--- src/rtl/scw_pkg.sv ---
`default_nettype none
// ============================================================================
// scw_pkg
// Shared types, widths and fixed-point constants of the sine contrast
// waveshaper.
// ============================================================================
package scw_pkg;

  // port widths
  localparam int SAMPLE_W  = 16;
  localparam int LEVEL_W   = 7;
  localparam int LEVEL_CNT = 1 << LEVEL_W;
  localparam int LEVEL_MAX = 100;
  localparam int COEF_W    = 16;   // unsigned Q0.16 contrast factor
  localparam int COEF_ONE  = 65536;
  localparam int PERCENT   = 100;

  // datapath widths
  localparam int PROD1_W = 34;     // sample times pi/2 in Q16
  localparam int D_W     = 18;     // Q1.16 angle d
  localparam int ANGLE_W = 20;     // Q3.16 angle into the sine unit
  localparam int SINE_W  = 18;     // Q1.16 sine
  localparam int CP_W    = 35;     // contrast times sine product
  localparam int CS_W    = 19;     // Q2.16 contrast term
  localparam int OP_W    = 34;     // sine times output gain

  // sine unit internals
  localparam int RED_W  = 36;      // Q30 angle before folding
  localparam int FOLD_W = 32;      // Q30 angle in [-pi/2, pi/2]
  localparam int X2_W   = 32;      // Q30 square of the folded angle
  localparam int T_W    = 31;      // Q30 horner accumulator, in (0, 1]
  localparam int V_W    = 32;      // product handed to a constant divide
  localparam int QE_W   = 30;      // estimated quotient
  localparam int REM_W  = 38;      // remainder arithmetic width
  localparam int MV_W   = 32;      // magnitude of the Q30 sine
  localparam int RM_W   = 17;      // magnitude of the Q16 sine

  localparam logic [16:0] HALF_PI_Q16 = 17'd102944;
  localparam logic [14:0] OUT_GAIN    = 15'd32767;

  localparam logic signed [RED_W-1:0] Q30_PI      = 36'sd3373259426;
  localparam logic signed [RED_W-1:0] Q30_HALF_PI = 36'sd1686629713;
  localparam logic signed [RED_W-1:0] Q30_TWO_PI  = 36'sd6746518852;
  localparam logic [T_W-1:0]          Q30_ONE     = 31'h4000_0000;
  localparam logic [MV_W:0]           Q30_RND     = 33'd8192;

  // taylor series through x^11, horner order
  localparam int HORNER_STEPS = 5;
  localparam logic [6:0] HORNER_DEN [HORNER_STEPS] = '{7'd110, 7'd72, 7'd42, 7'd20, 7'd6};
  // floor(2^32 / den): quotient estimate low by at most one
  localparam logic [QE_W-1:0] HORNER_RECIP [HORNER_STEPS] = '{
    30'((64'd1 << 32) / 64'd110),
    30'((64'd1 << 32) / 64'd72),
    30'((64'd1 << 32) / 64'd42),
    30'((64'd1 << 32) / 64'd20),
    30'((64'd1 << 32) / 64'd6)
  };

  // reduce, fold, square, three per horner step, four to scale and round
  localparam int SINE_LAT = 3 + 3 * HORNER_STEPS + 4;
  // angle d travels alongside the first sine and two contrast stages
  localparam int D_DLY = SINE_LAT + 3;
  // input sample travels to the final mux
  localparam int X_DLY = 2 * SINE_LAT + 6;

  typedef struct packed {
    logic              bypass;
    logic [COEF_W-1:0] coef;
  } scw_cfg_t;

  typedef struct packed {
    logic                       vld;
    logic signed [SAMPLE_W-1:0] sample;
  } scw_beat_t;

  // contrast percent to Q0.16, saturated at full scale
  function automatic logic [COEF_W-1:0] coef_of(input int lvl);
    int l;
    int v;
    l = (lvl > LEVEL_MAX) ? LEVEL_MAX : lvl;
    v = (l * COEF_ONE + PERCENT / 2) / PERCENT;
    if (v > COEF_ONE - 1) v = COEF_ONE - 1;
    return COEF_W'(v);
  endfunction

endpackage
`default_nettype wire

--- src/rtl/scw_out_if.sv ---
`default_nettype none
// ============================================================================
// scw_out_if
// Result sample channel: valid/ready handshake with one signed sample.
// ============================================================================
interface scw_out_if;
  logic                                valid;
  logic                                ready;
  logic signed [scw_pkg::SAMPLE_W-1:0] sample_out;

  modport source (output valid, output sample_out, input ready);
  modport sink   (input valid, input sample_out, output ready);
endinterface
`default_nettype wire

--- src/rtl/scw_obuf.sv ---
`default_nettype none
// ============================================================================
// scw_obuf
// Output register plus skid entry; holds the pipeline only when both are full.
// ============================================================================
module scw_obuf (
  input  wire logic               clk,
  input  wire logic               rst_n,
  input  wire scw_pkg::scw_beat_t beat,
  output logic                    adv,
  scw_out_if.source               out_ch
);

  logic                                out_vld_r;
  logic                                out_vld_nxt;
  logic signed [scw_pkg::SAMPLE_W-1:0] out_data_r;
  logic signed [scw_pkg::SAMPLE_W-1:0] out_data_nxt;
  logic                                sk_vld_r;
  logic                                sk_vld_nxt;
  logic signed [scw_pkg::SAMPLE_W-1:0] sk_data_r;
  logic signed [scw_pkg::SAMPLE_W-1:0] sk_data_nxt;
  logic                                load;
  logic                                emit;

  // pipeline moves whenever the skid entry is free
  assign adv  = !sk_vld_r;
  assign emit = beat.vld && adv;
  assign load = !out_vld_r || out_ch.ready;

  // output register refills from skid first, then from the pipeline
  always_comb begin
    out_vld_nxt  = out_vld_r;
    out_data_nxt = out_data_r;
    sk_vld_nxt   = sk_vld_r;
    sk_data_nxt  = sk_data_r;
    if (load) begin
      if (sk_vld_r) begin
        out_vld_nxt  = 1'b1;
        out_data_nxt = sk_data_r;
        sk_vld_nxt   = 1'b0;
      end else begin
        out_vld_nxt  = emit;
        out_data_nxt = beat.sample;
      end
    end else if (emit) begin
      sk_vld_nxt  = 1'b1;
      sk_data_nxt = beat.sample;
    end
  end

  always_ff @(posedge clk) begin
    if (!rst_n) begin
      out_vld_r <= 1'b0;
      sk_vld_r  <= 1'b0;
    end else begin
      out_vld_r <= out_vld_nxt;
      sk_vld_r  <= sk_vld_nxt;
    end
  end

  always_ff @(posedge clk) begin
    out_data_r <= out_data_nxt;
    sk_data_r  <= sk_data_nxt;
  end

  assign out_ch.valid      = out_vld_r;
  assign out_ch.sample_out = out_data_r;

endmodule
`default_nettype wire
--- src/flat_wrapper.sv ---
// flat-port wrapper written by rule: the top's interface ports become plain ports
module scw_obuf_flat 
  (clk, rst_n, beat, adv, out_ch_valid, out_ch_sample_out, out_ch_ready);
  scw_out_if out_ch_i ();
  input  wire logic clk;
  input  wire logic rst_n;
  input  wire scw_pkg::scw_beat_t beat;
  output logic adv;
  output wire logic [$bits(out_ch_i.valid)-1:0] out_ch_valid;
  output wire logic [$bits(out_ch_i.sample_out)-1:0] out_ch_sample_out;
  input wire logic [$bits(out_ch_i.ready)-1:0] out_ch_ready;
  assign out_ch_valid = out_ch_i.valid;
  assign out_ch_sample_out = out_ch_i.sample_out;
  assign out_ch_i.ready = out_ch_ready;
  scw_obuf u_core (.clk(clk), .rst_n(rst_n), .beat(beat), .adv(adv), .out_ch(out_ch_i));
endmodule
--- config.mk ---
export PLATFORM = sky130hd
export DESIGN_NAME = scw_obuf_flat
export DESIGN_NICKNAME = d
export VERILOG_FILES = /design/src/rtl/scw_pkg.sv /design/src/rtl/scw_out_if.sv /design/src/rtl/scw_obuf.sv /design/src/flat_wrapper.sv
export SDC_FILE = /design/constraint.sdc
export NUM_CORES = 1
export LEC_CHECK = 0
export ABC_AREA = 1
export CORE_ASPECT_RATIO = 1.1
export CORE_MARGIN = 8
export CORE_UTILIZATION = 59
export DETAILED_ROUTE_END_ITERATION = 16
export DONT_BUFFER_PORTS = 1
export PLACE_DENSITY = 0.75
export SYNTH_ARGS = -nofsm -noshare
export SYNTH_HDL_FRONTEND = slang
export SYNTH_SLANG_ARGS = --single-unit
--- constraint.sdc ---
create_clock -name clk -period 2.44 [get_ports clk]
set_input_delay 0.488 -clock clk [delete_from_list [all_inputs] [get_ports clk]]
set_output_delay 0.488 -clock clk [all_outputs]
set_load 0.05 [all_outputs]
* After elaboration in Yosys (flattened, before gate mapping)
Index checks and enable logic that the tools add are counted.
** Word-level totals
- Register bits :: 34
- Input port bits :: 20
- Output and inout port bits :: 18
- Word-level logic and storage cells :: 14
** Cells by class
- Multiplexer cells :: 2
- Bitwise operators :: 2
- Reduce and logical (&&, ||, !) cells :: 6
** Operators with widths (count)
- 2-to-1 mux 16 bit :: 1
- logical NOT 1 bit :: 2
- NOT 1 bit :: 2
- AND reduction 2 bit :: 1
- OR reduction 2 bit :: 1
- logical AND 1 bit :: 1
- logical OR 1 bit :: 1
- 2-to-1 mux 1 bit :: 1

* Logic depth before layout (Yosys ltp)
- Depth after elaboration :: 4
- Gate-level depth with buffers :: 5
- Depth with buffers taken out :: 3

* Worst setup path before layout
OpenSTA, ideal clock, no wires.
- Kind :: reg2reg
- Start point :: register u_core.out_vld_r, in the netlist u_core.out_ch.valid
- End point :: register u_core.sk_data_r[0] (netlist bit), enable pin
- Setup time :: 0.389 ns
- Arrival :: 1.920 ns
- Required time :: 2.051 ns
- Path slack :: 0.131 ns
- Cell stages (with the launch flop) :: 3
- Path buffers :: 0
- Clock period less this slack :: 2.309 ns
- Cells stage by stage :: dfxtp_1 -> nand2_1 -> nor2_1
** On the way
- Cells in the longest elaborated chain, start to end :: 4
** Ends and longest elaborated chain
- from (decl) :: RTL line scw_obuf.sv:14 : logic out_vld_r;
- from (signal assigned) :: RTL line scw_obuf.sv:56 : out_vld_r <= out_vld_nxt;
- logical NOT 1 bit :: RTL line scw_obuf.sv:28 : assign load = !out_vld_r || out_ch.ready;
- logical OR 1 bit :: RTL line scw_obuf.sv:28
- net u_core.load :: RTL line scw_obuf.sv:22 : logic load;
- NOT 1 bit (no line)
- AND reduction 2 bit (no line)
- to (signal assigned) :: RTL line scw_obuf.sv:63 : sk_data_r <= sk_data_nxt;
- to (decl) :: RTL line scw_obuf.sv:20 : logic signed [scw_pkg::SAMPLE_W-1:0] sk_data_r;
The timed path passes the listed nets, and every way through them passes these cells.
A chain may end at the register's enable or synchronous reset.

* Final worst setup path
- Start point :: register u_core.out_data_r, in the netlist u_core.out_ch.sample_out[10]
- End point :: output out_ch_sample_out[10]
** RTL lines
- from (decl) :: RTL line scw_obuf.sv:16 : logic signed [scw_pkg::SAMPLE_W-1:0] out_data_r;
- from (signal assigned) :: RTL line scw_obuf.sv:62 : out_data_r <= out_data_nxt;
- to (decl) :: RTL line flat_wrapper.sv:10 : output wire logic [$bits(out_ch_i.sample_out)-1:0] out_ch_sample_out;
No word-level cell between the ends.

==> results by group <==
Outcome
  – Run status: finished, final reports clean

Placed design
  – HPWL after detailed placement: approximately 1400 um
  – Final Wtd Congestion: about 0.66
  – # port buffers: 0

Clock network
  – Worst-Skew Late Latency: between 0.3 and 0.4 ns
  – Post-CTS Hold Fix Bufs: 0
  – CTS tree: done
  – CTS Root Cell: clkbuf_4
  – Sink Count: 34
  – Clk pin slew, worst setup/hold paths: 0.10 ns
  – CTS Buf Count: 5
  – Post-CTS setup buffers: 0
  – Htree depth: 2
  – Worst-case clock buffer depth: 2
  – Post-CTS sizing: 0

Critical path
  – CP Launch Type: register
  – Critical Path RT: between 1.5 and 2 ns
  – Crit-path max FO: 1
  – Worst setup EP type: output port
  – Crit path DAT: approximately 1 ns
  – CP Class: reg -> out

GRT
  – Vias in the first global route: roughly 650
  – Total congestion overflow: 0
  – Antenna violations before repair: 0
  – Total GRT Usage: a little over a tenth
  – Largest net degree at the start of global routing: 19
  – First-pass GRT wire length: 2940 um

Pwr
  – Maximum VDD drop: 0.000460 V
  – Combinational Power Share: ~4%
  – Reg power frac: about two thirds
  – Pwr/cell area: 834 nW/um2
  – Net Sw Frac: 25.5%
  – Total power: ~1.1 mW
  – Pint: approximately 860 uW
  – Clock power frac: 29.2%
  – Lkg Pwr: between 0.5 and 0.6 nW
  – Net Sw Power: 293 uW

Cells and area
  – P&R area growth vs syn: 7.94%
  – Layout cells sized above 1: 15.2%
  – Ant diodes: 0
  – Fill cells: 145
  – Number of nets in the layout: ~120

Synth
  – Mapped Cells: 95
  – Register bit count reported by yosys: 34
  – Syn Area/Cell: 13.4 um2
  – Syn_nets: about 120
  – Library cells used by synthesis: 12
  – Post-synthesis instance area: around 1300 um2
  – YS warnings: 0
  – Register area share after synthesis: between 70% and 80%

Routing
  – Initial DRC count: 12
  – Residual DRC: 0
  – DR pass1 iterations: 4
  – Vias: 660
  – Post-route antenna net violation count: 0
  – Via density: 4.96
  – DR WL/cell: 15.1 um
  – Routed WL: 2010 um

Timing
  – RSZ-0062 raised after global routing: no
  – Normalized max-slew margin: 68.4%
  – Crit share post-route: around three fifths
  – Fin. Hold Viols: 0
  – Worst clock skew: approximately 0.0045 ns
  – Final setup fails: 0
  – Post-layout min period: 1.47 ns
  – Tightest Pin Transition: around 0.47 ns
  – Setup TNS: 0 ns
  – Final Slew Violations: 0
  – Fmax: 0.682 GHz

Die
  – Die H: about 65 um
  – Initial Util: around 63%
  – IO Pins: 38
  – Core Region: 2020 um2
  – Row Count: 17
  – Die area: between 3000 and 4000 um2
  – Die width: roughly 60 um

Hold path
  – HP Class: in -> reg

Job
  – Max-cap viol count: 0
[final timing paths]
path / slack [ns] / to / from / depth (start not counted)
max reg2reg: 1.19 / u_core.sk_data_r[8]$_DFFE_PP_ / u_core.out_ch.valid$_SDFFE_PN0P_ / 4
min: 0.25 / u_core.sk_data_r[11]$_DFFE_PP_ / beat[11] / 0
min reg2reg: 0.53 / u_core.out_ch.sample_out[2]$_DFFE_PP_ / u_core.sk_data_r[2]$_DFFE_PP_ / 2
max: 0.97 / out_ch_sample_out[10] / u_core.out_ch.sample_out[10]$_DFFE_PP_ / 0
[cell type report]
class	count	area, um2	share of cell area, %
clock buffer	7	65.1	4.72
clock inverter	1	3.75	0.272
inverter	2	15.0	1.09
multi-input combinational	56	220	16.0
sequential	34	1000	72.7
tap	28	35.0	2.54
timing repair buffer	5	37.5	2.72
[power groups by stage]
stage	registers, mW	logic [mW]	clock network (mW)
finish	0.768	0.0456	0.336
global route	0.771	0.0516	0.362
CTS	0.770	0.0462	0.341
detailed placement	0.783	0.0462	0
global placement	0.782	0.0448	0
floorplan	0.783	0.0316	0
[cells by family after synthesis]
family,Yosys count,share of synthesized area (%)
simple gates,55,16.9
buf+inv,5,4.31
compound gates,1,0.392
flops,34,78.4
[metrics by stage]
stage               cell area, um2  hold WS (ns)  instances  utilization [%]  setup slack [ns]
floorplan                     1280         0.494         95                -             0.131
global placement              1310         0.500        125             64.8              1.21
detailed placement            1310         0.503        125             64.8              1.18
CTS                           1380         0.243        133             68.2             0.954
global route                  1380         0.236        133             68.2             0.943
finish                        1380         0.254        133             68.2             0.974
[placed cells by master, fill, tap and decap left out, drive strengths merged]
cell type and instances:
clkinv 1, dfxtp 2, inv 2, edfxtp 32, buf 5, o21ai 1
nand2 51, nand3 1, clkbuf 7, nor2 3
[registers in the layout, indices dropped and copies added (netlist names)]
name                      flops
u_core.out_ch.sample_out     16
u_core.out_ch.valid           1
u_core.sk_data_r             16
u_core.sk_vld_r               1
[synth_stat cells]
cell	n	area share [%]
clkbuf_8	1	1.1
nand3_1	1	0.39
buf_8	1	1.2
dfxtp_1	2	3.1
o21ai_0	1	0.39
inv_8	1	0.88
nand2_1	48	14
nor2_1	3	0.88
nand2_2	3	1.5
edfxtp_1	32	75
buf_6	1	0.88
inv_1	1	0.29
[per-layer routing]
layer / vias up / global-route usage (%) / wire length [um]
met4: 0 / 8.06 / 50
met3: 5 / 5.13 / 198
met1: 296 / 10.8 / 772
li1: 333 / - / -
met5: - / 0 / 0
met2: 26 / 16.2 / 983
Power figures use the tool's default switching activity.
