===== src/rtl/scw_pkg.sv =====
`default_nettype none
// ============================================================================
// scw_pkg
// Shared types, widths and fixed-point constants of the sine contrast
// waveshaper.
// ============================================================================
package scw_pkg;

  // port widths
  localparam int SAMPLE_W  = 16;
  localparam int LEVEL_W   = 7;
  localparam int LEVEL_CNT = 1 << LEVEL_W;
  localparam int LEVEL_MAX = 100;
  localparam int COEF_W    = 16;   // unsigned Q0.16 contrast factor
  localparam int COEF_ONE  = 65536;
  localparam int PERCENT   = 100;

  // datapath widths
  localparam int PROD1_W = 34;     // sample times pi/2 in Q16
  localparam int D_W     = 18;     // Q1.16 angle d
  localparam int ANGLE_W = 20;     // Q3.16 angle into the sine unit
  localparam int SINE_W  = 18;     // Q1.16 sine
  localparam int CP_W    = 35;     // contrast times sine product
  localparam int CS_W    = 19;     // Q2.16 contrast term
  localparam int OP_W    = 34;     // sine times output gain

  // sine unit internals
  localparam int RED_W  = 36;      // Q30 angle before folding
  localparam int FOLD_W = 32;      // Q30 angle in [-pi/2, pi/2]
  localparam int X2_W   = 32;      // Q30 square of the folded angle
  localparam int T_W    = 31;      // Q30 horner accumulator, in (0, 1]
  localparam int V_W    = 32;      // product handed to a constant divide
  localparam int QE_W   = 30;      // estimated quotient
  localparam int REM_W  = 38;      // remainder arithmetic width
  localparam int MV_W   = 32;      // magnitude of the Q30 sine
  localparam int RM_W   = 17;      // magnitude of the Q16 sine

  localparam logic [16:0] HALF_PI_Q16 = 17'd102944;
  localparam logic [14:0] OUT_GAIN    = 15'd32767;

  localparam logic signed [RED_W-1:0] Q30_PI      = 36'sd3373259426;
  localparam logic signed [RED_W-1:0] Q30_HALF_PI = 36'sd1686629713;
  localparam logic signed [RED_W-1:0] Q30_TWO_PI  = 36'sd6746518852;
  localparam logic [T_W-1:0]          Q30_ONE     = 31'h4000_0000;
  localparam logic [MV_W:0]           Q30_RND     = 33'd8192;

  // taylor series through x^11, horner order
  localparam int HORNER_STEPS = 5;
  localparam logic [6:0] HORNER_DEN [HORNER_STEPS] = '{7'd110, 7'd72, 7'd42, 7'd20, 7'd6};
  // floor(2^32 / den): quotient estimate low by at most one
  localparam logic [QE_W-1:0] HORNER_RECIP [HORNER_STEPS] = '{
    30'((64'd1 << 32) / 64'd110),
    30'((64'd1 << 32) / 64'd72),
    30'((64'd1 << 32) / 64'd42),
    30'((64'd1 << 32) / 64'd20),
    30'((64'd1 << 32) / 64'd6)
  };

  // reduce, fold, square, three per horner step, four to scale and round
  localparam int SINE_LAT = 3 + 3 * HORNER_STEPS + 4;
  // angle d travels alongside the first sine and two contrast stages
  localparam int D_DLY = SINE_LAT + 3;
  // input sample travels to the final mux
  localparam int X_DLY = 2 * SINE_LAT + 6;

  typedef struct packed {
    logic              bypass;
    logic [COEF_W-1:0] coef;
  } scw_cfg_t;

  typedef struct packed {
    logic                       vld;
    logic signed [SAMPLE_W-1:0] sample;
  } scw_beat_t;

  // contrast percent to Q0.16, saturated at full scale
  function automatic logic [COEF_W-1:0] coef_of(input int lvl);
    int l;
    int v;
    l = (lvl > LEVEL_MAX) ? LEVEL_MAX : lvl;
    v = (l * COEF_ONE + PERCENT / 2) / PERCENT;
    if (v > COEF_ONE - 1) v = COEF_ONE - 1;
    return COEF_W'(v);
  endfunction

endpackage
`default_nettype wire


===== src/rtl/scw_cfg.sv =====
`default_nettype none
// ============================================================================
// scw_cfg
// Contrast register: percent written, stored as the saturated Q0.16 factor.
// ============================================================================
module scw_cfg (
  input  wire logic                         clk,
  input  wire logic                         rst_n,
  input  wire logic                         cfg_we,
  input  wire logic [scw_pkg::LEVEL_W-1:0]  cfg_wdata,
  output scw_pkg::scw_cfg_t                 cfg
);

  logic [scw_pkg::COEF_W-1:0] coef_tab [scw_pkg::LEVEL_CNT];
  logic [scw_pkg::COEF_W-1:0] coef_r;
  logic [scw_pkg::COEF_W-1:0] coef_nxt;

  // constant percent to factor table, levels above 100 saturate
  for (genvar g = 0; g < scw_pkg::LEVEL_CNT; g++) begin : g_tab
    assign coef_tab[g] = scw_pkg::coef_of(g);
  end

  assign coef_nxt = coef_tab[cfg_wdata];

  // register, reset to bypass
  always_ff @(posedge clk) begin
    if (!rst_n) begin
      coef_r <= '0;
    end else if (cfg_we) begin
      coef_r <= coef_nxt;
    end
  end

  // a zero factor only comes from a zero level
  assign cfg.coef   = coef_r;
  assign cfg.bypass = (coef_r == '0);

endmodule
`default_nettype wire


===== config.mk =====
export PLATFORM = sky130hd
export DESIGN_NAME = scw_cfg
export DESIGN_NICKNAME = d
export VERILOG_FILES = /design/src/rtl/scw_pkg.sv /design/src/rtl/scw_cfg.sv
export SDC_FILE = /design/constraint.sdc
export NUM_CORES = 1
export LEC_CHECK = 0
export ABC_AREA = 1
export BUFFER_PORTS_ARGS = -buffer_cell sky130_fd_sc_hd__buf_2
export CAP_MARGIN = 20
export CORE_MARGIN = 2
export CORE_UTILIZATION = 50
export CTS_CLUSTER_SIZE = 10
export DETAILED_ROUTE_END_ITERATION = 6
export PLACE_DENSITY_LB_ADDON = 0.2
export SYNTH_ARGS = -nofsm -noshare
export SYNTH_HDL_FRONTEND = slang
export SYNTH_SLANG_ARGS = --single-unit

===== constraint.sdc =====
create_clock -name clk -period 1.36 [get_ports clk]
set_input_delay 0.068 -clock clk [delete_from_list [all_inputs] [get_ports clk]]
set_output_delay 0.068 -clock clk [all_outputs]
set_load 0.02 [all_outputs]

# Word-level counts from Yosys, hierarchy flattened
# Memories as Yosys holds them, arrays and structs flattened. A register that Yosys moved wholly into a read port is not among the register bits.
# Index checks and enable logic that the tools add are counted.
[totals] in_bits=10 ff_bits=0 out_inout_bits=17 romBits=2048 mem_count=1
[mem_list] name="(name not given)" depth=128 width=16 rd=1 rd_clocked_by_memory_dff=1 write_ports=0 line="scw_cfg.sv:23" source="assign coef_nxt = coef_tab[cfg_wdata];"
[classes] reduce_logical=2 n_bitwise=1
[op_table] operator="$logic_not 16->1" count=1
[op_table] operator="$not 7->8" count=1
[op_table] operator="$logic_not 1->1" count=1

# Longest topological paths before layout
# Gate-level depths: netlist of the first run.
[logic_depth] ltp_word=1 mapped_depth=13 depth_no_buf=13

# Worst setup path before layout of the first run
# No wires, ideal clock.
[synth_timing] path_type="input to register" start="input port cfg_wdata[0] (netlist bit)" end="register coef_r[9] (netlist bit)" path_stages=13 arrival_ps=1345 required_ps=1243 slack_ps=-102 cell_sequence="inv_1 > ha_1 > inv_2 > nand2_2 > nand2_1 > nand2_1 > inv_1 > o21ai_1 > nand3_1 > nand2_1 > nand2_1 > nor2_1 > nor2_1"
[synth_via] elab_chain_cells=1
[synth_lines] element="from (decl)" line="scw_cfg.sv:10" source="input wire logic [scw_pkg::LEVEL_W-1:0] cfg_wdata,"
[synth_lines] element="$not 7->8 (not written as such)" line="scw_cfg.sv:23"
[synth_lines] element="to (decl)" line="scw_cfg.sv:15" source="logic [scw_pkg::COEF_W-1:0] coef_r;"
# No other way between the ends.

# Final worst setup path of the first run
[layout_timing] start="input port cfg_wdata[0] (netlist bit)" end="register coef_r[10] (netlist bit)"
# The elaborated chain is that of the path after synthesis.

==> results of run 1 <==
[layout by cell type (no fill, tap or decap), drive strengths merged]
| cell | instances |
|---|---|
| nand2 | 145 |
| buf | 106 |
| o21ai | 50 |
| nor2 | 47 |
| a21oi | 45 |
| inv | 43 |
| nand3 | 35 |
| ha | 18 |
| dfxtp | 16 |
| o211ai | 9 |
| a31oi | 5 |
| nand4 | 4 |
| clkbuf | 4 |
| nor4 | 4 |
| o31ai | 2 |
| clkinvlp | 1 |
| nor3 | 1 |
| o221ai | 1 |
| o22ai | 1 |
| or2 | 1 |
| o21bai | 1 |
| a211oi | 1 |
[area by class of cell]
| class | count | area [um^2] |
|---|---|---|
| Tap cell | 67 | 83.8 |
| Inverter | 44 | 174 |
| Fill cell | 441 | 1360 |
| Sequential cell | 16 | 320 |
| Clock buffer | 4 | 55.1 |
| Multi-Input combinational cell | 370 | 1980 |
| Timing Repair Buffer | 106 | 776 |
[power groups by stage]
stage	sequential, uW	clock, uW	combinational, uW
after detailed placement	547	0	1030
after CTS	539	429	1050
final	541	435	1140
after global placement	546	0	1020
after floorplan	590	0	584
after global routing	544	447	1230
[path summary, 6_finish.rpt]
check	depth (start not counted)	startpoint	to	slack, ns
max	14	cfg_wdata[0]	coef_r[10]	-0.04
min	3	rst_n	coef_r[4]	0.16
max reg2reg	4	coef_r[15]	coef_r[15]	0.63
min reg2reg	2	coef_r[3]	coef_r[3]	0.49
[timing repair]
| item | in CTS | in global routing |
|---|---|---|
| setup buffers | 2 | 2 |
| endpoints found under the setup margin | 6 | 13 |
| pin swaps | 5 | 16 |
| resized for setup | 7 | 46 |
[cell usage after synthesis]
| cell type | count | area (um^2) |
|---|---|---|
| nand2_4 | 1 | 11.3 |
| nand2_2 | 6 | 37.5 |
| o22ai_1 | 1 | 6.26 |
| a31oi_1 | 5 | 31.3 |
| buf_6 | 3 | 33.8 |
| o21ai_1 | 9 | 45.0 |
| nor2_4 | 1 | 11.3 |
| nor2_1 | 44 | 165 |
| nor4_1 | 4 | 25.0 |
| o21bai_1 | 1 | 7.51 |
| o21ai_0 | 41 | 205 |
| ha_1 | 18 | 225 |
| o31ai_1 | 2 | 15.0 |
| o221ai_1 | 1 | 8.76 |
| nor2_2 | 2 | 12.5 |
| nand3_1 | 35 | 175 |
| nand4_1 | 4 | 25.0 |
| nor3_1 | 1 | 5.00 |
| inv_2 | 4 | 15.0 |
| inv_1 | 39 | 146 |
| a21oi_1 | 45 | 225 |
| a211oi_1 | 1 | 7.51 |
| buf_2 | 8 | 40.0 |
| dfxtp_1 | 16 | 320 |
| clkbuf_1 | 8 | 30.0 |
| buf_4 | 7 | 52.6 |
| inv_4 | 1 | 6.26 |
| or2_2 | 1 | 6.26 |
| o211ai_1 | 9 | 67.6 |
| nand2_1 | 138 | 518 |
[worst max-delay path, stage by stage]
cell	delay [ns]
buf_8	0.08
clkinvlp_4	0.16
ha_4	0.36
buf_6	0.11
nand2_4	0.04
nand2_2	0.06
nand2_2	0.07
nand2_2	0.08
nand2_2	0.08
nand2_2	0.09
nand2_1	0.05
a21oi_1	0.13
nand2_1	0.07
a21oi_1	0.12
[kinds of logic (layout without fill, tap and decap cells)]
| logic type | after synthesis | in the layout | synth area share |
|---|---|---|---|
| AND/OR/NAND/NOR | 237 | 237 | 0.400 |
| AO/OA/AOI/OAI | 115 | 115 | 0.250 |
| adder cells (fa/ha/maj) | 18 | 18 | 0.0908 |
| flip-flops | 16 | 16 | 0.129 |
| buffers and inverters | 70 | 154 | 0.131 |
[metrics by stage]
| step | hold WS, ns | TNS [ns] | worst slack, ns | instances |
|---|---|---|---|---|
| final | 0.161 | -0.0397 | -0.0397 | 607 |
| after global routing | 0.176 | -0.224 | -0.112 | 607 |
| after CTS | 0.159 | 0 | 0.0119 | 605 |
| after detailed placement | 0.424 | -3.52 | -0.289 | 599 |
| after global placement | 0.419 | -3.08 | -0.260 | 599 |
| after floorplan | 0.264 | -0.00738 | -0.00556 | 456 |
[routing by layer]
layer | global-route usage | share of wire
met1 | 0.460 | 0.38
met5 | 0 | 0
met3 | 0.0569 | 0.099
met2 | 0.627 | 0.48
met4 | 0.141 | 0.038
==> out/qor.csv, run 1 <==
stage,metric,value,unit
timing,Slew HR,0.696,
timing,Tmin final,1.40,ns
timing,Worst-Margin Slew,0.456,ns
logic_synthesis,syn_area_per_cell,5.44,um^2
power,PwrDens,624,nW/um^2
layout,NumNets Final,569,
global_routing,GRT Residual Overflow,0,
timing,RSZ-0062 raised after global routing,yes,
route,routed wire length,10300,um
timing,Fmax,714,MHz
logic_synthesis,Post-Syn Instances,456,
power,Psw,904,uW
logic_synthesis,synthesized net count,484,
route,Vias/cell,5.91,
timing,final setup violation count,1,
power,power after layout,2110,uW
timing,PnR worst setup slack,-0.0397,ns
logic_synthesis,synthesis warning total,0,
critical_path,kind of end point of the critical path,flop,
cts,Max Buffers Root-to-Sink,2,
power,Logic pwr share,0.539,
global_routing,pin count of the biggest net entering global routing,21,
die,Die Y-Extent,74.4,um
layout,share of layout cells above drive strength 1,0.307,
die,Initial Util,0.522,
status,violated checks,negative setup slack,
layout,Util after Layout,0.713,
timing,Worst Skew,0,ns
route,DRC,0,
logic_synthesis,Mapped Area,2480,um^2
power,Peak VDD IR,0.476,mV
timing,max-slew violations,0,
cts,CTS hold repair buffers,0,
die,die width,74.4,um
route,per-cell routed wire length,17.0,um
critical_path,CP arrival,1.59,ns
die,I/O pin count,27,
cts,H-tree depth,1,
die,# rows,25,
route,Antenna Nets Post-Route,0,
power,clock power share,0.206,
flow_run,max_cap viols,0,
route,vias,3588,
cts,"Reg clk slew, reported paths",0.07,ns
worst_hold_path,Hold Crit Class,in -> reg,
route,Initial DRT Pass Iterations,5,
placed_design,Post-DP Area,3150,um^2
logic_synthesis,Yosys cell types,30,
global_routing,initial antenna violation count,0,
placed_design,DP HPWL,7820,um
status,status,finished with violations,
die,core area,4750,um^2
die,Die ar.,5540,um^2
critical_path,CP Class,in -> reg,
power,Sequential Power Share,0.256,
cts,CTS root buf,clkbuf_8,
cts,Num CTS Buffers,3,
critical_path,crit start category,input pin,
logic_synthesis,"Seq/Total Area, Yosys",0.129,
layout,max reg flops,16,
global_routing,first-pass GRT wire length,15700,um
cts,"Clk Latency, worst-skew pair",0.25,ns
critical_path,Critical Path Fanout Max,5,
layout,largest registers,coef_r x16,
cts,TritonCTS clock tree,yes,
power,Net Sw Frac,0.427,
global_routing,vias in the first global route,3282,
power,Pleak,0.00177,uW
global_routing,GRT Total Usage,0.366,
critical_path,CP required,1.55,ns
power,Int Power,1210,uW
cts,Sinks on Clock Net,16,
timing,Tcrit/Tclk final,1.03,
logic_synthesis,register bit total from synthesis,16,
placed_design,I/O Buffers,26,
layout,largest register by flop count,coef_r,
layout,Final Cell Area,3390,um^2
layout,P&R area growth vs syn,36.7,%
route,1st-iter DRT viols,374,
placed_design,gpl congestion,1.04,
timing,endpoints failing hold,0,
layout,diode count,0,
Power figures use the tool's default switching activity.
==> run 2, diff against run 1 <==
==> constraint.sdc (replaced) <==
create_clock -name clk -period 1.36 [get_ports clk]
set_input_delay 0.204 -clock clk [delete_from_list [all_inputs] [get_ports clk]]
set_output_delay 0.204 -clock clk [all_outputs]
set_load 0.02 [all_outputs]
==> run 2 against run 1 <==
Effect of this change: the flow still finishes with violations (negative setup slack); final cell count increased by 0.66%; highest routed layer unchanged; largest cell class unchanged; clock-buffer cell count is 1 lower; design area is 9.5% higher; die area stayed put; routed wire length increased by 0.31%; non-clock buffer count up 5; critical path depth down 1; first-iteration DRC count is 24% higher; sequential share of layout area decreased by 0.69 points; sequential power grew 2%.
==> out/qor.csv, run 2 (synthesized netlist as in run 1, its figures left out) <==
stage,metric,value,unit,change
global_routing,GRT Total Usage,0.370,,+0.00420
die,Initial Util,0.522,,unchanged
critical_path,crit start category,input pin,,
critical_path,CP arrival,1.67,ns,+0.08 ns
status,violated checks,negative setup slack,,
cts,"Reg clk slew, reported paths",0.06,ns,about the same
cts,Num CTS Buffers,3,,unchanged
status,status,finished with violations,,
power,Pleak,0.00185,uW,+4.5%
placed_design,I/O Buffers,26,,unchanged
timing,setup TNS,-0.378,ns,-0.339 ns
timing,Tcrit/Tclk final,1.10,,+0.0700
timing,final setup violation count,8,,+7
cts,Max Buffers Root-to-Sink,2,,unchanged
route,DRC,0,,unchanged
global_routing,GRT Residual Overflow,0,,unchanged
layout,"commonest non-fill, non-tap cell in the layout",nand2_1,,
die,I/O pin count,27,,unchanged
cts,CTS root buf,clkbuf_8,,
power,PwrDens,585,nW/um^2,-6.2%
die,Die Y-Extent,74.4,um,unchanged
cts,TritonCTS clock tree,yes,,
power,power after layout,2170,uW,+2.8%
route,1st-iter DRT viols,462,,+24%
global_routing,vias in the first global route,3258,,-0.73%
power,Peak VDD IR,0.457,mV,-3.8%
die,die width,74.4,um,unchanged
placed_design,DP HPWL,7510,um,-3.9%
layout,max reg flops,16,,unchanged
global_routing,pin count of the biggest net entering global routing,21,,unchanged
layout,share of layout cells above drive strength 1,0.392,,+0.0841
route,per-cell routed wire length,17.0,um,-0.35%
placed_design,gpl congestion,0.986,,-5.3%
route,Initial DRT Pass Iterations,5,,unchanged
route,Antenna Nets Post-Route,0,,unchanged
layout,Util after Layout,0.781,,+0.0679
route,routed wire length,10400,um,+0.31%
layout,largest registers,coef_r x16,,
layout,FF/Latch Area,325,um^2,+1.6%
layout,FILL cells,365,,-17%
timing,Fmax,669,MHz,-6.4%
placed_design,Post-DP Area,3230,um^2,+2.6%
timing,max-slew violations,0,,unchanged
timing,RSZ-0062 raised after global routing,yes,,
layout,P&R area growth vs syn,49.7,%,
die,Die ar.,5540,um^2,unchanged
route,Vias/cell,5.95,,+0.70%
cts,"Clk Latency, worst-skew pair",0.25,ns,about the same
worst_hold_path,Hold EP,coef_r[4],,
critical_path,kind of end point of the critical path,flop,,
layout,Multi-input gate area,2210,um^2,+12%
critical_path,R2R Setup Slk,0.62,ns,about the same
timing,Tmin final,1.49,ns,+0.0952 ns
worst_hold_path,hold path cells,3,,unchanged
layout,"commonest non-fill, non-tap cells in the layout","nand2_1, buf_4, nor2_1",,
worst_hold_path,hold path startpoint,rst_n,,
die,core area,4750,um^2,unchanged
critical_path,reg2reg start,coef_r[15],,
timing,PnR worst setup slack,-0.135,ns,-0.0952 ns
layout,Final Cell Area,3710,um^2,+9.5%
global_routing,initial antenna violation count,0,,unchanged
layout,largest register by flop count,coef_r,,
worst_hold_path,Hold Crit Class,in -> reg,,
timing,endpoints failing hold,0,,unchanged
timing,Slew HR,0.674,,-0.0215
cts,CTS hold repair buffers,0,,unchanged
timing,Worst-Margin Slew,0.488,ns,+0.0323 ns
critical_path,CP required,1.53,ns,-0.02 ns
layout,diode count,0,,unchanged
cts,Sinks on Clock Net,16,,unchanged
flow_run,max_cap viols,0,,unchanged
critical_path,FF-to-FF End,coef_r[15],,
layout,NumNets Final,574,,+0.88%
timing,Worst Skew,0,ns,unchanged
critical_path,Critical Path Fanout Max,5,,unchanged
global_routing,first-pass GRT wire length,15800,um,+0.57%
critical_path,worst reg2reg path depth,4,,unchanged
route,vias,3637,,+1.4%
die,# rows,25,,unchanged
critical_path,CP Class,in -> reg,,
timing,worst hold slack,0.282,ns,+0.121 ns
cts,H-tree depth,1,,unchanged
-- run 2: cell types whose count changed in the layout (fill, tap and decap cells not counted), moves of 5 or more --
cell / change
o21ai_2: +5
o21ai_0: -14
nand2_1: -9
inv_1: -5
a21oi_1: -7
a21oi_2: +7
o21ai_1: +9
-- run 2: worst max-delay path, stage by stage --
cell and delay, ns:
buf_8 0.08, clkinvlp_4 0.16, ha_4 0.39, nand2_4 0.08
nand2_2 0.08, nand2_2 0.06, nand2_1 0.06, nand2_1 0.06
nand2_1 0.06, nand2_1 0.06, a21oi_2 0.13, nand2_1 0.08
a21oi_1 0.17
-- run 2: power breakdown --
group / internal, uW / total [uW] / switching [uW]
sequential: 510 / 554 / 43.6
clock: 197 / 356 / 159
combinational: 510 / 1260 / 753
-- run 2: stage by stage --
| step | instances | worst slack [ns] |
|---|---|---|
| floorplan | 456 | -0.142 |
| global placement | 605 | -0.426 |
| detailed placement | 605 | -0.441 |
| CTS | 609 | -0.0546 |
| global route | 611 | -0.207 |
| finish | 611 | -0.135 |
-- run 2: final cells by class --
| class | count | share of cell area |
|---|---|---|
| multi-input cells | 370 | 0.596 |
| flip-flops and latches | 16 | 0.0876 |
| well taps | 67 | 0.0226 |
| inverters | 44 | 0.0502 |
| clock buffers | 3 | 0.0111 |
| repair buffers | 111 | 0.232 |
-- run 2: metal layers --
layer / vias up / GRT usage / wire (um)
met5: - / 0 / 0
met4: 0 / 0.161 / 563
met3: 72 / 0.0379 / 898
met2: 262 / 0.617 / 4900
met1: 1614 / 0.485 / 4000
li1: 1689 / - / -
-- run 2: worst max path at each step --
stage            startpoint          to  cells after the start
4_1_cts        cfg_wdata[0]  coef_r[10]                     14
2_1_floorplan  cfg_wdata[0]   coef_r[0]                     11
6_report       cfg_wdata[0]  coef_r[10]                     13
3_3_place_gp   cfg_wdata[0]   coef_r[1]                     13
3_5_place_dp   cfg_wdata[0]   coef_r[9]                     14
5_1_grt        cfg_wdata[1]  coef_r[10]                     15
-- run 2: repair_timing --
action	4_1_cts	5_1_grt
setup endpoints to repair	17	17
gates resized for setup	47	86
cloned	0	0
hold endpoints to repair	0	0
buffers inserted	1	3
pin swaps	14	39
==> run 3, diff against run 2 <==
Settings changed: ABC_AREA 1 to 0.
==> run 3 against run 2 <==
Effect of this change: the run ends with design-rule violations, negative setup slack left; register-to-register slack got worse by 0.30 ns; design area up 21%; synthesized area up 9.9%; sequential power rose by 2%; synthesized cell count shrank 12%; routed wire length is 42% higher; final cell count decreased by 4.4%; total power is 21% higher; global-route usage rose by 4.0 points; critical path type unchanged; largest cell class unchanged.
==> out/qor.csv, run 3 <==
stage,metric,value,unit,change
status,status,finished with violations,,
status,violated checks,"design-rule violations, negative setup slack",,
global_routing,GRT Total Usage,0.410,,+0.0397
placed_design,gpl congestion,1.10,,+12%
cts,Num CTS Buffers,3,,unchanged
power,Sequential Power Share,0.214,,-0.041
layout,"commonest non-fill, non-tap cell in the layout",buf_4,,
logic_synthesis,"EDFF count, synth",0,,unchanged
layout,P&R area growth vs syn,64.4,%,
timing,Tcrit/Tclk final,1.19,,+0.0936
timing,Worst-Margin Slew,0.534,ns,+0.0461 ns
logic_synthesis,"Async S/R FF share, synth",0,,unchanged
route,routed wire length,14700,um,+42%
power,Peak VDD IR,0.485,mV,+6.1%
route,DRC,2,,+2
die,# rows,26,,+4.0%
layout,diode count,0,,unchanged
layout,FILL cells,274,,-25%
power,PwrDens,587,nW/um^2,+0.30%
timing,PnR worst setup slack,-0.262,ns,-0.127 ns
layout,max reg flops,16,,unchanged
critical_path,crit start category,input pin,,
critical_path,CP arrival,1.78,ns,+0.11 ns
critical_path,Critical Path Fanout Max,12,,+7
layout,largest register by flop count,coef_r,,
critical_path,reg2reg start,coef_r[0],,
timing,Tmin final,1.62,ns,+0.127 ns
logic_synthesis,synthesized net count,428,,-12%
layout,final non-filler cell total,584,,-4.4%
timing,Slew HR,0.643,,-0.0311
layout,largest registers,coef_r x16,,
cts,"Reg clk slew, reported paths",0.08,ns,+0.02 ns
global_routing,met1 usage in global routing,0.551,,+0.0666
critical_path,CP required,1.52,ns,about the same
critical_path,crit path cell chain,buf_12 > buf_8 > buf_12 > nor2b_1 > nor3_1 > a21oi_1 > a31oi_1 > a311oi_1,,
logic_synthesis,"count leader, synth",o21ai_0,,
layout,Util after Layout,0.867,,+0.0856
timing,Fmax,616,MHz,-7.8%
route,Antenna Nets Post-Route,0,,unchanged
logic_synthesis,"area leader, netlist",dfxtp_1,,
critical_path,CP Class,in -> reg,,
logic_synthesis,register bit total from synthesis,16,,unchanged
cts,Sinks on Clock Net,16,,unchanged
cts,"Clk Latency, worst-skew pair",0.26,ns,about the same
timing,max-slew violations,0,,unchanged
layout,FF/Latch Area,324,um^2,-0.38%
power,Net Sw Frac,0.438,,-0.00220
die,Initial Util,0.527,,+0.00549
die,die width,77.9,um,+4.6%
placed_design,I/O Buffers,26,,unchanged
global_routing,M3 GR Usage,0.101,,+0.0632
power,clock power share,0.175,,+0.011
global_routing,GRT Residual Overflow,0,,unchanged
placed_design,DP HPWL,9020,um,+20%
route,Vias/cell,7.29,,+22%
route,1st-iter DRT viols,893,,+93%
global_routing,vias in the first global route,3613,,+11%
logic_synthesis,top cell type's share of synthesized area,0.117,,-0.0913
global_routing,first-pass GRT wire length,19600,um,+24%
critical_path,Critical Path Start,cfg_wdata[1],,
critical_path,Buf/Inv on CP,3,,+1
layout,"commonest non-fill, non-tap cells in the layout","buf_4, o21ai_0, nand2_1",,
timing,endpoints failing hold,0,,unchanged
timing,Worst Skew,0,ns,unchanged
flow_run,max_cap viols,0,,unchanged
cts,CTS root buf,clkbuf_8,,
critical_path,"delay-heaviest family, CP",compound AO/OA/AOI/OAI gates,,
logic_synthesis,syn_area_per_cell,6.82,um^2,+25%
logic_synthesis,Post-Syn Instances,400,,-12%
placed_design,Placed Instances,572,,-5.5%
worst_hold_path,hold path startpoint,cfg_we,,
logic_synthesis,Yosys cell types,64,,+110%
logic_synthesis,most frequent cells after synthesis,"o21ai_0, nand2_1, a21oi_1, nor2_1, ha_1",,
cts,TritonCTS clock tree,yes,,
die,Die ar.,6060,um^2,+9.4%
route,Initial DRT Pass Iterations,7,,+2
critical_path,Critical-path top delay cell,nor2b_1,,
cts,CTS hold repair buffers,0,,unchanged
die,core area,5170,um^2,+8.8%
logic_synthesis,synthesis warning total,0,,unchanged
global_routing,pin count of the biggest net entering global routing,21,,unchanged
cts,Max Buffers Root-to-Sink,2,,unchanged
logic_synthesis,main area contributors after synthesis,"dfxtp_1, ha_1, o21ai_0",,
critical_path,kind of end point of the critical path,flop,,
worst_hold_path,Hold Crit Class,in -> reg,,
placed_design,pre-CTS setup slack,-0.577,ns,-0.136 ns
timing,final setup violation count,12,,+4
global_routing,initial antenna violation count,0,,unchanged
critical_path,critical path's most frequent cell,buf_12,,
die,I/O pin count,27,,unchanged
power,Logic pwr share,0.611,,+0.030
power,Psw,1150,uW,+20%
power,Int Power,1480,uW,+22%
route,vias,4256,,+17%
power,power after layout,2630,uW,+21%
die,Die Y-Extent,77.9,um,+4.6%
layout,share of layout cells above drive strength 1,0.486,,+0.0948
route,per-cell routed wire length,25.2,um,+48%
timing,setup TNS,-1.31,ns,-0.936 ns
global_routing,met2 usage,0.651,,+0.0343
logic_synthesis,main flop type after synthesis,dfxtp_1,,
logic_synthesis,"Seq/Total Area, Yosys",0.117,,-0.0117
cts,H-tree depth,1,,unchanged
timing,RSZ-0062 raised after global routing,yes,,
logic_synthesis,Mapped Area,2730,um^2,+9.9%
layout,NumNets Final,543,,-5.4%
power,Pleak,0.00183,uW,-0.98%
global_routing,grt peak-use layer,met2,,
critical_path,"Largest stage delay, worst path",0.44,ns,+0.05 ns
layout,Multi-input gate area,2650,um^2,+20%
## run 3: changes by cell type in the layout (fill, tap and decap cells not counted), sizes merged, moves of 15 or more
cell	before	now
a21oi	45	24
buf	110	150
inv	43	10
nand2	145	28
nand2b	0	16
nand3	35	12
nor2	47	25
nor3	1	16
## run 3: path summary, 6_finish.rpt
check / cells past startpoint / endpoint / slack [ns]
worst max-delay path: 8 / coef_r[8] / -0.26
worst min-delay path: 2 / coef_r[7] / 0.30
worst max register to register: 4 / coef_r[0] / 0.32
worst min register to register: 2 / coef_r[3] / 0.50
## run 3: layout make-up
class | count | share of cell area
inverter | 13 | 0.0173
multi-input combinational | 329 | 0.591
clock buffer | 4 | 0.0123
tap | 70 | 0.0195
sequential | 16 | 0.0723
timing repair buffer | 152 | 0.288
## run 3: logic make-up (layout without fill, tap and decap cells)
kind of cell	count (synthesis)	count (layout)	synth area share
AO/OA/AOI/OAI	168	168	0.418
XOR/XNOR	2	2	0.00642
adder cells (fa/ha/maj)	18	18	0.0826
buffers and inverters	55	169	0.0991
flip-flops	16	16	0.117
multiplexers	4	4	0.0151
AND/OR/NAND/NOR	137	137	0.261
## run 3: stage by stage
stage                     cell area (um^2)  hold slack (ns)
after floorplan                       2850            0.502
after global placement                3730            0.473
after detailed placement              3730            0.492
after CTS                             4080            0.296
after global routing                  4480            0.330
final                                 4480            0.298
## run 3: worst reg2reg max path: cells and delay by family (launching register included)
family             cells  cell delay (ns)
AOI/OAI and AO/OA      4             0.58
DFF                    1             0.40
## run 3: power by group through the flow
stage | clock network, uW | logic [uW] | registers [uW]
after global placement | 0 | 1200 | 558
after detailed placement | 0 | 1220 | 562
final | 462 | 1610 | 563
after global routing | 460 | 1660 | 565
after CTS | 447 | 1330 | 559
after floorplan | 0 | 665 | 601
## run 3: what timing repair did
item                       4_1_cts  5_1_grt
buffers inserted                 5        2
gates resized for setup         70       75
pin swaps                       18       36
setup endpoints to repair       16       17
cloned                           0        2
## run 3: per-layer routing
metal	wire length [um]	vias up
met5	0	-
met4	1090	0
met3	2060	142
met2	6270	456
met1	5280	1913
li1	-	1745
